==> src/hdl/svamp_pkg.sv <==
`timescale 1ns / 1ps
`default_nettype none
// ----------------------------------------------------------------------------
// svamp_pkg: shared types and constants of the servo angle ramp pulse mapper
// Command codes, register indexes, reset values, channel words and the
// control and status groups between the sequencer and the datapath.
// ----------------------------------------------------------------------------
package svamp_pkg;

  // Command codes carried in the func field.
  localparam logic [2:0] FN_INIT      = 3'd0;
  localparam logic [2:0] FN_TICK      = 3'd1;
  localparam logic [2:0] FN_ENABLE    = 3'd2;
  localparam logic [2:0] FN_DISABLE   = 3'd3;
  localparam logic [2:0] FN_SET_ANGLE = 3'd4;
  localparam logic [2:0] FN_SET_PULSE = 3'd5;
  localparam logic [2:0] FN_SMOOTH    = 3'd6;

  // Configuration register indexes.
  localparam logic [2:0] CFG_PULSE_LOW  = 3'd0;
  localparam logic [2:0] CFG_PULSE_HIGH = 3'd1;
  localparam logic [2:0] CFG_ANGLE_LOW  = 3'd2;
  localparam logic [2:0] CFG_ANGLE_HIGH = 3'd3;
  localparam logic [2:0] CFG_PERIOD     = 3'd4;

  // Default limits, also the fallbacks for invalid ranges.
  localparam int unsigned DefPulseLow  = 1000;
  localparam int unsigned DefPulseHigh = 2000;
  localparam int unsigned DefAngleLow  = 0;
  localparam int unsigned DefAngleHigh = 180;
  localparam int unsigned DefPeriod    = 20000;
  localparam int unsigned DefInterval  = 20;

  localparam logic [15:0] DEF_PULSE_LOW  = 16'(DefPulseLow);
  localparam logic [15:0] DEF_PULSE_HIGH = 16'(DefPulseHigh);
  localparam logic [15:0] DEF_ANGLE_LOW  = 16'(DefAngleLow);
  localparam logic [15:0] DEF_ANGLE_HIGH = 16'(DefAngleHigh);
  localparam logic [19:0] DEF_PERIOD     = 20'(DefPeriod);
  localparam logic [31:0] DEF_INTERVAL   = 32'(DefInterval);
  localparam logic [15:0] DEF_STEP       = 16'd1;

  // Angle and pulse right after reset: midpoint of the default range.
  localparam int unsigned RstAngle = (DefAngleLow + DefAngleHigh) / 2;
  localparam int unsigned RstPulse = DefPulseLow +
      ((RstAngle - DefAngleLow) * (DefPulseHigh - DefPulseLow)) /
      (DefAngleHigh - DefAngleLow);
  localparam logic [15:0] RST_ANGLE = 16'(RstAngle);
  localparam logic [15:0] RST_PULSE = 16'(RstPulse);

  // Restoring divider: one quotient bit per cycle over a 32-bit dividend.
  localparam int unsigned DivSteps = 32;
  localparam int unsigned DivCntW  = $clog2(DivSteps);

  typedef struct packed {
    logic [2:0]  func;
    logic [15:0] angle_in;
    logic [15:0] pulse_in_us;
    logic [15:0] ramp_step;
    logic [31:0] ramp_interval_ms;
    logic [31:0] time_ms;
  } cmd_t;

  typedef struct packed {
    logic [15:0] angle_now;
    logic [15:0] pulse_now_us;
    logic [15:0] angle_goal;
    logic        is_moving;
    logic        is_enabled;
    logic        drive_update;
    logic        drive_on;
    logic        drive_off;
    logic [19:0] frame_period_out_us;
  } res_t;

  typedef struct packed {
    logic [2:0]  idx;
    logic [19:0] value;
  } cfg_t;

  // Sequencer to datapath.
  typedef struct packed {
    logic capture;
    logic exec;
    logic mul;
    logic div_step;
    logic wb;
    logic out_load;
  } ctrl_cmd_t;

  // Datapath to sequencer.
  typedef struct packed {
    logic need_map;
    logic out_free;
  } ctrl_stat_t;

endpackage
`default_nettype wire

==> src/hdl/svamp_chan_if.sv <==
`timescale 1ns / 1ps
`default_nettype none
// ----------------------------------------------------------------------------
// svamp_chan_if: valid/ready channel
// Carries one word of type T from a source to a sink.
// ----------------------------------------------------------------------------
interface svamp_chan_if #(parameter type T = logic);
  logic valid;
  logic ready;
  T     data;

  modport source (output valid, output data, input ready);
  modport sink (input valid, input data, output ready);
endinterface
`default_nettype wire

==> src/hdl/servo_angle_ramp_pulse_mapper.sv <==
`timescale 1ns / 1ps
`default_nettype none
// ----------------------------------------------------------------------------
// servo_angle_ramp_pulse_mapper: servo command generator
// Takes servo commands, keeps angle, pulse and ramp state and returns one
// status word per command with drive events.
// ----------------------------------------------------------------------------
//   channel  direction  word   content
//   cmd      in         cmd_t  func, angle, pulse, ramp step/interval, time
//   res      out        res_t  angle, pulse, goal, flags, events, period
//   cfg      in         cfg_t  register index and value, always ready
//
// A command that maps angle to pulse or back (init, set angle, set pulse,
// a tick that steps) goes through execute, multiply, the divide steps
// and write-back; the restoring divider yields one quotient bit per cycle.
// Other commands go from execute to output. A waiting result does not
// block the next command until that command's own result is ready. Reset
// is synchronous and restores the default limits and the midpoint angle.
// ----------------------------------------------------------------------------
module servo_angle_ramp_pulse_mapper
  import svamp_pkg::*;
(
  input wire logic    clk,
  input wire logic    rst,
  svamp_chan_if.sink   cmd,
  svamp_chan_if.source res,
  svamp_chan_if.sink   cfg
);

  ctrl_cmd_t  ctl;
  ctrl_stat_t stat;

  assign cfg.ready = 1'b1;

  svamp_ctrl u_ctrl (
    .clk       (clk),
    .rst       (rst),
    .cmd_valid (cmd.valid),
    .cmd_ready (cmd.ready),
    .stat      (stat),
    .ctl       (ctl)
  );

  svamp_datapath u_dp (
    .clk       (clk),
    .rst       (rst),
    .cmd_data  (cmd.data),
    .cfg_valid (cfg.valid),
    .cfg_data  (cfg.data),
    .res_ready (res.ready),
    .res_valid (res.valid),
    .res_data  (res.data),
    .ctl       (ctl),
    .stat      (stat)
  );

endmodule
`default_nettype wire

==> src/hdl/svamp_ctrl.sv <==
`timescale 1ns / 1ps
`default_nettype none
// ----------------------------------------------------------------------------
// svamp_ctrl: command sequencer
// Steps one command through execute and, for a mapping command, multiply,
// divide and write-back, and hands the finished word to the output register.
// ----------------------------------------------------------------------------
module svamp_ctrl
  import svamp_pkg::*;
(
  input  wire logic       clk,
  input  wire logic       rst,
  input  wire logic       cmd_valid,
  output logic            cmd_ready,
  input  wire ctrl_stat_t stat,
  output ctrl_cmd_t       ctl
);

  typedef enum logic [5:0] {
    S_IDLE = 6'b000001,
    S_EXEC = 6'b000010,
    S_MUL  = 6'b000100,
    S_DIV  = 6'b001000,
    S_WB   = 6'b010000,
    S_OUT  = 6'b100000
  } state_t;

  state_t             state, state_next;
  logic [DivCntW-1:0] cnt, cnt_next;

  always_comb begin
    state_next = state;
    cnt_next   = cnt;
    ctl        = '0;
    cmd_ready  = 1'b0;
    case (state)
      S_IDLE: begin
        cmd_ready = 1'b1;
        if (cmd_valid) begin
          ctl.capture = 1'b1;
          state_next  = S_EXEC;
        end
      end
      S_EXEC: begin
        ctl.exec   = 1'b1;
        state_next = stat.need_map ? S_MUL : S_OUT;
      end
      S_MUL: begin
        ctl.mul    = 1'b1;
        cnt_next   = '0;
        state_next = S_DIV;
      end
      S_DIV: begin
        ctl.div_step = 1'b1;
        cnt_next     = cnt + 1'b1;
        if (cnt == DivCntW'(DivSteps - 1)) begin
          state_next = S_WB;
        end
      end
      S_WB: begin
        ctl.wb     = 1'b1;
        state_next = S_OUT;
      end
      S_OUT: begin
        if (stat.out_free) begin
          ctl.out_load = 1'b1;
          state_next   = S_IDLE;
        end
      end
      default: begin
        state_next = S_IDLE;
      end
    endcase
  end

  always_ff @(posedge clk) begin
    if (rst) begin
      state <= S_IDLE;
      cnt   <= '0;
    end else begin
      state <= state_next;
      cnt   <= cnt_next;
    end
  end

endmodule
`default_nettype wire

==> src/hdl/svamp_datapath.sv <==
`timescale 1ns / 1ps
`default_nettype none
// ----------------------------------------------------------------------------
// svamp_datapath: servo state, limits and angle/pulse mapping
// Holds the registers, the servo state and the output word; maps between
// angle and pulse with one multiplier and a restoring divider.
// ----------------------------------------------------------------------------
module svamp_datapath
  import svamp_pkg::*;
(
  input  wire logic      clk,
  input  wire logic      rst,
  input  wire cmd_t      cmd_data,
  input  wire logic      cfg_valid,
  input  wire cfg_t      cfg_data,
  input  wire logic      res_ready,
  output logic           res_valid,
  output res_t           res_data,
  input  wire ctrl_cmd_t ctl,
  output ctrl_stat_t     stat
);

  // Configuration registers.
  logic [15:0] reg_plo, reg_phi, reg_alo, reg_ahi;
  logic [19:0] reg_period;

  // Effective limits latched at init.
  logic [15:0] plo, phi, alo, ahi;
  logic [19:0] period;

  // Servo state.
  logic [15:0] cur, goal, pulse, step;
  logic [31:0] intv, last;
  logic        en, ramp, mov;
  logic        upd, on, off;

  // Captured command and mapping datapath.
  cmd_t        c;
  logic        map_pulse;
  logic [47:0] rq;
  logic [15:0] den, base;

  // Fallback limits from the registers, used by init.
  logic [15:0] plo_n, phi_n, alo_n, ahi_n;
  logic [19:0] period_n;
  logic [16:0] mid_sum;

  always_comb begin
    if (reg_plo >= reg_phi) begin
      plo_n = DEF_PULSE_LOW;
      phi_n = DEF_PULSE_HIGH;
    end else begin
      plo_n = reg_plo;
      phi_n = reg_phi;
    end
    if (reg_alo >= reg_ahi) begin
      alo_n = DEF_ANGLE_LOW;
      ahi_n = DEF_ANGLE_HIGH;
    end else begin
      alo_n = reg_alo;
      ahi_n = reg_ahi;
    end
    period_n = (reg_period == '0) ? DEF_PERIOD : reg_period;
    mid_sum  = {1'b0, alo_n} + {1'b0, ahi_n};
  end

  // Clamps of the requested angle and pulse.
  logic [15:0] ang_clamp, pls_clamp;

  always_comb begin
    if (c.angle_in < alo) begin
      ang_clamp = alo;
    end else if (c.angle_in > ahi) begin
      ang_clamp = ahi;
    end else begin
      ang_clamp = c.angle_in;
    end
    if (c.pulse_in_us < plo) begin
      pls_clamp = plo;
    end else if (c.pulse_in_us > phi) begin
      pls_clamp = phi;
    end else begin
      pls_clamp = c.pulse_in_us;
    end
  end

  // Ramp step: the upward sum keeps its carry so a wrap stops at the goal.
  logic [31:0] elapsed;
  logic        tick_go;
  logic [16:0] up_sum;
  logic [15:0] dn_val, nxt;

  always_comb begin
    elapsed = c.time_ms - last;
    tick_go = en && ramp && mov && (elapsed >= intv);
    up_sum  = {1'b0, cur} + {1'b0, step};
    dn_val  = (cur > step) ? cur - step : 16'd0;
    if (cur < goal) begin
      nxt = (up_sum > {1'b0, goal}) ? goal : up_sum[15:0];
    end else begin
      nxt = (dn_val < goal) ? goal : dn_val;
    end
  end

  // Drive events and mapping direction of the command in execute.
  logic upd_next, on_next, off_next, map_pulse_next;

  always_comb begin
    upd_next       = 1'b0;
    on_next        = 1'b0;
    off_next       = 1'b0;
    map_pulse_next = 1'b1;
    case (c.func)
      FN_TICK: begin
        upd_next = tick_go;
      end
      FN_ENABLE: begin
        on_next  = 1'b1;
        upd_next = 1'b1;
      end
      FN_DISABLE: begin
        off_next = 1'b1;
      end
      FN_SET_ANGLE: begin
        upd_next = en;
      end
      FN_SET_PULSE: begin
        upd_next       = en;
        map_pulse_next = 1'b0;
      end
      default: begin
      end
    endcase
  end

  always_comb begin
    stat.out_free = !res_valid || res_ready;
    case (c.func)
      FN_INIT, FN_SET_ANGLE, FN_SET_PULSE: stat.need_map = 1'b1;
      FN_TICK:                             stat.need_map = tick_go;
      default:                             stat.need_map = 1'b0;
    endcase
  end

  // Mapping operands come from the state as it stands after execute.
  logic [15:0] mul_a, mul_b;
  logic [16:0] trial, diff;
  logic        qbit;
  logic [15:0] map_res;

  always_comb begin
    mul_a   = map_pulse ? cur - alo : pulse - plo;
    mul_b   = map_pulse ? phi - plo : ahi - alo;
    trial   = {rq[47:32], rq[31]};
    diff    = trial - {1'b0, den};
    qbit    = (trial >= {1'b0, den});
    map_res = base + rq[15:0];
  end

  always_ff @(posedge clk) begin
    if (ctl.capture) begin
      c <= cmd_data;
    end
    if (ctl.mul) begin
      rq   <= {16'd0, 32'(mul_a) * 32'(mul_b)};
      den  <= map_pulse ? ahi - alo : phi - plo;
      base <= map_pulse ? plo : alo;
    end else if (ctl.div_step) begin
      rq <= {(qbit ? diff[15:0] : trial[15:0]), rq[30:0], qbit};
    end
  end

  always_ff @(posedge clk) begin
    if (rst) begin
      reg_plo    <= DEF_PULSE_LOW;
      reg_phi    <= DEF_PULSE_HIGH;
      reg_alo    <= DEF_ANGLE_LOW;
      reg_ahi    <= DEF_ANGLE_HIGH;
      reg_period <= DEF_PERIOD;
    end else if (cfg_valid) begin
      case (cfg_data.idx)
        CFG_PULSE_LOW:  reg_plo    <= cfg_data.value[15:0];
        CFG_PULSE_HIGH: reg_phi    <= cfg_data.value[15:0];
        CFG_ANGLE_LOW:  reg_alo    <= cfg_data.value[15:0];
        CFG_ANGLE_HIGH: reg_ahi    <= cfg_data.value[15:0];
        CFG_PERIOD:     reg_period <= cfg_data.value;
        default: begin
        end
      endcase
    end
  end

  always_ff @(posedge clk) begin
    if (rst) begin
      plo       <= DEF_PULSE_LOW;
      phi       <= DEF_PULSE_HIGH;
      alo       <= DEF_ANGLE_LOW;
      ahi       <= DEF_ANGLE_HIGH;
      period    <= DEF_PERIOD;
      cur       <= RST_ANGLE;
      goal      <= RST_ANGLE;
      pulse     <= RST_PULSE;
      step      <= DEF_STEP;
      intv      <= DEF_INTERVAL;
      last      <= '0;
      en        <= 1'b0;
      ramp      <= 1'b0;
      mov       <= 1'b0;
      upd       <= 1'b0;
      on        <= 1'b0;
      off       <= 1'b0;
      map_pulse <= 1'b1;
    end else if (ctl.exec) begin
      upd       <= upd_next;
      on        <= on_next;
      off       <= off_next;
      map_pulse <= map_pulse_next;
      case (c.func)
        FN_INIT: begin
          plo    <= plo_n;
          phi    <= phi_n;
          alo    <= alo_n;
          ahi    <= ahi_n;
          period <= period_n;
          cur    <= mid_sum[16:1];
          goal   <= mid_sum[16:1];
          step   <= DEF_STEP;
          intv   <= DEF_INTERVAL;
          last   <= '0;
          en     <= 1'b0;
          ramp   <= 1'b0;
          mov    <= 1'b0;
        end
        FN_TICK: begin
          if (tick_go) begin
            last <= c.time_ms;
            cur  <= nxt;
            if (nxt == goal) begin
              mov  <= 1'b0;
              ramp <= 1'b0;
            end
          end
        end
        FN_ENABLE: begin
          en <= 1'b1;
        end
        FN_DISABLE: begin
          en   <= 1'b0;
          ramp <= 1'b0;
          mov  <= 1'b0;
        end
        FN_SET_ANGLE: begin
          ramp <= 1'b0;
          mov  <= 1'b0;
          cur  <= ang_clamp;
          goal <= ang_clamp;
        end
        FN_SET_PULSE: begin
          ramp  <= 1'b0;
          mov   <= 1'b0;
          pulse <= pls_clamp;
        end
        FN_SMOOTH: begin
          goal <= ang_clamp;
          step <= (c.ramp_step == '0) ? DEF_STEP : c.ramp_step;
          intv <= (c.ramp_interval_ms == '0) ? 32'd1 : c.ramp_interval_ms;
          last <= c.time_ms;
          ramp <= 1'b1;
          mov  <= (cur != ang_clamp);
        end
        default: begin
        end
      endcase
    end else if (ctl.wb) begin
      if (map_pulse) begin
        pulse <= map_res;
      end else begin
        cur  <= map_res;
        goal <= map_res;
      end
    end
  end

  // Output register: the next command may run while this word waits.
  always_ff @(posedge clk) begin
    if (rst) begin
      res_valid <= 1'b0;
    end else if (ctl.out_load) begin
      res_valid <= 1'b1;
    end else if (res_ready) begin
      res_valid <= 1'b0;
    end
  end

  always_ff @(posedge clk) begin
    if (ctl.out_load) begin
      res_data.angle_now           <= cur;
      res_data.pulse_now_us        <= pulse;
      res_data.angle_goal          <= goal;
      res_data.is_moving           <= mov;
      res_data.is_enabled          <= en;
      res_data.drive_update        <= upd;
      res_data.drive_on            <= on;
      res_data.drive_off           <= off;
      res_data.frame_period_out_us <= period;
    end
  end

endmodule
`default_nettype wire

==> src/flat_wrapper.sv <==
// flat-port wrapper written by rule: the top's interface ports become plain ports
module servo_angle_ramp_pulse_mapper_flat import svamp_pkg::*;
  (clk, rst, cmd_valid, cmd_data, cmd_ready, res_valid, res_data, res_ready, cfg_valid, cfg_data, cfg_ready);
  svamp_chan_if #(.T(cmd_t)) cmd_i ();
  svamp_chan_if #(.T(res_t)) res_i ();
  svamp_chan_if #(.T(cfg_t)) cfg_i ();
  input wire logic clk;
  input wire logic rst;
  input wire logic [$bits(cmd_i.valid)-1:0] cmd_valid;
  input wire logic [$bits(cmd_i.data)-1:0] cmd_data;
  output wire logic [$bits(cmd_i.ready)-1:0] cmd_ready;
  output wire logic [$bits(res_i.valid)-1:0] res_valid;
  output wire logic [$bits(res_i.data)-1:0] res_data;
  input wire logic [$bits(res_i.ready)-1:0] res_ready;
  input wire logic [$bits(cfg_i.valid)-1:0] cfg_valid;
  input wire logic [$bits(cfg_i.data)-1:0] cfg_data;
  output wire logic [$bits(cfg_i.ready)-1:0] cfg_ready;
  assign cmd_i.valid = cmd_valid;
  assign cmd_i.data = cmd_data;
  assign cmd_ready = cmd_i.ready;
  assign res_valid = res_i.valid;
  assign res_data = res_i.data;
  assign res_i.ready = res_ready;
  assign cfg_i.valid = cfg_valid;
  assign cfg_i.data = cfg_data;
  assign cfg_ready = cfg_i.ready;
  servo_angle_ramp_pulse_mapper u_core (.clk(clk), .rst(rst), .cmd(cmd_i), .res(res_i), .cfg(cfg_i));
endmodule
==> config.mk <==
export PLATFORM = sky130hd
export DESIGN_NAME = servo_angle_ramp_pulse_mapper_flat
export DESIGN_NICKNAME = d
export VERILOG_FILES = /design/src/hdl/svamp_pkg.sv /design/src/hdl/svamp_chan_if.sv /design/src/hdl/servo_angle_ramp_pulse_mapper.sv /design/src/hdl/svamp_ctrl.sv /design/src/hdl/svamp_datapath.sv /design/src/flat_wrapper.sv
export SDC_FILE = /design/constraint.sdc
export NUM_CORES = 2
export LEC_CHECK = 0
export ABC_AREA = 1
export BUFFER_PORTS_ARGS = -buffer_cell sky130_fd_sc_hd__buf_2
export CAP_MARGIN = 25
export CELL_PAD_IN_SITES_DETAIL_PLACEMENT = 1
export CELL_PAD_IN_SITES_GLOBAL_PLACEMENT = 2
export CORE_MARGIN = 4
export CORE_UTILIZATION = 39
export CTS_BUF_LIST = sky130_fd_sc_hd__clkbuf_8
export DETAILED_ROUTE_END_ITERATION = 12
export GPL_TIMING_DRIVEN = 0
export PLACE_DENSITY_LB_ADDON = 0.1
export SETUP_SLACK_MARGIN = 0.05
export SLEW_MARGIN = 0
export SYNTH_ARGS = -nofsm -noshare
export SYNTH_HDL_FRONTEND = slang
export SYNTH_SLANG_ARGS = --single-unit
==> constraint.sdc <==
create_clock -name clk -period 10.9 [get_ports clk]
set_clock_uncertainty 0.1 [all_clocks]
set_input_delay 2.725 -clock clk [delete_from_list [all_inputs] [get_ports clk]]
set_output_delay 2.725 -clock clk [all_outputs]
set_load 0.02 [all_outputs]
==> results.toml <==
[place]
portBuffers = 216
place_congestion = 0.922
dpl.hpwl_um = 135000

[floorplan]
dieWidth_um = 340
num_rows = 121
num_io_pins = 219
die-area_um2 = 116000
core_area_um2 = 109000
die_height_um = 340
start_util_pct = 39.4

[logic_synthesis]
synth-seq-area-share_pct = 32.9
syn_area_um2 = 43100
synth_xor_area_share_pct = 3.05
synth_warnings = 0
syn_area_per_cell_um2 = 8.04
synth-simple-area-share_pct = 17.1
yosysUniqueCellTypes = 65
synth.ff_latch_count = 583
synth_compound_area_share_pct = 15.3
synthesis.nets = 6157
syn_inst = 5361
async_flop_share_pct = 0
synthMuxAreaShare_pct = 0.0232
synthAdderAreaFrac_pct = 22.5
synth_top_family_by_area = "adder cells"
synthFlopType = "dfxtp_1"
synth-edff-count = 252

[sta]
rsz0062_at_grt = "false"
max_freq_mhz = 99.5
fin_crit_ns = 10.05
hold_slack_ns = 0.336
slew-limit-headroom_pct = 25.7
final-hold-violation-count = 0
tightest_slew_ns = 1.10
report.final.slew_viol_count = 0
setup_violations = 0
min_period_over_period_pct = 92.2
final.setup.tns_ns = 0

[pwr]
power.density_nw_per_um2 = 148
p_leak_uw = 0.0222
ir_worst_vdd_mv = 0.140

[clocking]
cts.sinks = 583
clock_latency_ns = 0.82
clk_pin_slew_worst_paths_ns = 0.06
post-cts-setup-buffer-count = 0
holdBufCountCts = 0
cts_resized = 0
clk_path_buf_depth = 3
cts_tree = "yes"
clock-root-buffer = "clkbuf_8"
h-tree-depth = 3
cts_inserted_buffers = 108

[worst_setup_path]
cpPeakStageDelay_ns = 0.58
crit_fanout = 10
cp.required_ns = 11.30
start_kind = "flip-flop"
slowest_stage = "fa_1"
critPathArrivalTime_ns = 10.45
cpMostUsedCell = "nand2_1"
r2r-start = "u_core.u_dp.cur[0]"
crit_type = "flip-flop to flip-flop"
end_kind = "flip-flop"
crit_path_start = "u_core.u_dp.cur[0]"

[route]
drt_iter0_markers = 2476
vias = 38500
wire_per_inst_um = 22.5
drt-total-wl_um = 164000
first_pass_iters = 5
ant_nets = 0
drc_errors = 0
routed_via_density = 5.30

[hold_path]
hold_class = "flip-flop to flip-flop"
worst_hold_startpoint = "u_core.u_dp.period[2]"

[global_routing]
antenna_found_initial = 9
track_usage_pct = 27.9
overflow = 0
grt_pass1_wl_um = 247000
grt_pass1_vias = 39800
grt_max_degree = 37

[run_status]
status = "finished, final reports clean"

[final_layout]
layout-drive-gt1-share_pct = 8.33
area_growth_pct = 12.6
fin_nets = 6497
final_common_cell = "nand2_1"
final_cell_mix = "nand2_1 (1037), inv_1 (845), a21oi_1 (502)"

[flow_run]
maxCapViolCount = 0
flip-flops by register name, summed over array words and instances, names as in the netlist, 20 cells and up:
| name | count |
|---|---|
| u_core.u_dp.c | 115 |
| u_core.u_dp.res_data | 73 |
| u_core.u_dp.rq | 48 |
| u_core.u_dp.intv | 32 |
| u_core.u_dp.last | 32 |
| u_core.u_dp.period | 20 |
| u_core.u_dp.reg_period | 20 |
metal layers:
layer | GRT usage [%] | up-vias | routed length (um)
met2 | 46.0 | 866 | 75600
met3 | 3.30 | 259 | 7420
met1 | 38.0 | 18900 | 75000
li1 | - | 18500 | -
met5 | 0 | - | 31
met4 | 9.38 | 4 | 5720
path summary, 6_finish.rpt:
path,slack (ns),to,depth (start not counted)
worst max-delay path,0.85,u_core.u_dp.rq[28],43
worst min-delay path,0.34,u_core.u_dp.res_data[2],0
worst max register to register,0.85,u_core.u_dp.rq[28],43
worst min register to register,0.34,u_core.u_dp.res_data[2],0
critical path, delay by kind of cell, from the launching register on:
| family | cells | cell delay, ns |
|---|---|---|
| AO/OA/AOI/OAI | 12 | 2.42 |
| flip-flops | 1 | 0.47 |
| buffers and inverters | 8 | 1.16 |
| adder cells (fa/ha/maj) | 9 | 3.87 |
| AND/OR/NAND/NOR | 12 | 1.17 |
| XOR/XNOR | 2 | 0.53 |
cell type report:
| cell class | count | area [um2] |
|---|---|---|
| antenna | 2 | 5.00 |
| buffer | 182 | 788 |
| clock buffer | 117 | 1610 |
| clock inverter | 88 | 637 |
| fill | 13500 | 60800 |
| inverter | 834 | 3140 |
| multi-input combinational | 3762 | 25000 |
| sequential | 583 | 14200 |
| tap | 1476 | 1850 |
| timing repair buffer | 230 | 1290 |
through the flow:
step	total power [uW]	setup WS [ns]	instances	area [um2]	util (%)
after floorplan	4250	2.69	5361	43100	-
after global placement	4930	-0.450	7053	46000	42.1
after detailed placement	4990	0.484	7065	46200	42.3
after CTS	7250	0.346	7270	48500	44.3
after global routing	7690	0.138	7273	48500	44.4
final	7170	0.854	7274	48500	44.4
report_power, final:
group	leakage, uW	switching (uW)	internal (uW)	total [uW]
clock	0.00128	1040	1190	2230
combinational	0.0159	1600	931	2530
sequential	0.00502	55.6	2340	2400
total	0.0222	2700	4470	7170
cells in the mapped netlist, types with 4 or more instances:
| master | number | area, um2 |
|---|---|---|
| o21ai_1 | 44 | 220 |
| o2111ai_1 | 10 | 87.6 |
| o22ai_1 | 12 | 75.1 |
| o21a_1 | 4 | 30.0 |
| o31ai_1 | 5 | 37.5 |
| a221oi_1 | 4 | 35.0 |
| inv_2 | 9 | 33.8 |
| o21bai_1 | 28 | 210 |
| o21ai_0 | 366 | 1830 |
| a21boi_0 | 7 | 52.6 |
| a21boi_1 | 7 | 52.6 |
| clkbuf_1 | 149 | 559 |
| a31oi_1 | 35 | 219 |
| dfxtp_1 | 331 | 6630 |
| nand4_1 | 32 | 200 |
| buf_6 | 6 | 67.6 |
| xor2_1 | 90 | 788 |
| inv_1 | 807 | 3030 |
| a21o_1 | 8 | 60.1 |
| nand2_2 | 11 | 68.8 |
| ha_1 | 449 | 5620 |
| nor3_1 | 35 | 175 |
| o211ai_1 | 67 | 503 |
| nand3_1 | 200 | 1000 |
| o221ai_1 | 14 | 123 |
| a21oi_2 | 5 | 43.8 |
| nor4_1 | 25 | 156 |
| xnor2_1 | 60 | 526 |
| a21oi_1 | 502 | 2510 |
| buf_4 | 9 | 67.6 |
| o21ai_2 | 5 | 43.8 |
| nor2_1 | 389 | 1460 |
| a211oi_1 | 41 | 308 |
| clkinv_1 | 16 | 60.1 |
| nand2_1 | 1038 | 3900 |
| buf_1 | 6 | 22.5 |
| buf_2 | 10 | 50.1 |
| edfxtp_1 | 252 | 7570 |
| fa_1 | 204 | 4080 |
| nand3_2 | 15 | 150 |
| or2_2 | 14 | 87.6 |
kinds of logic (layout without fill, tap and decap cells):
group | after synthesis | after routing
compound gates | 1179 | 1179
other cells | 1 | 3
fa+ha+maj | 653 | 653
mux | 1 | 1
flops | 583 | 583
xor+xnor | 150 | 150
buf+inv | 1016 | 1451
simple gates | 1778 | 1778
(Power assumes the default switching activity.)
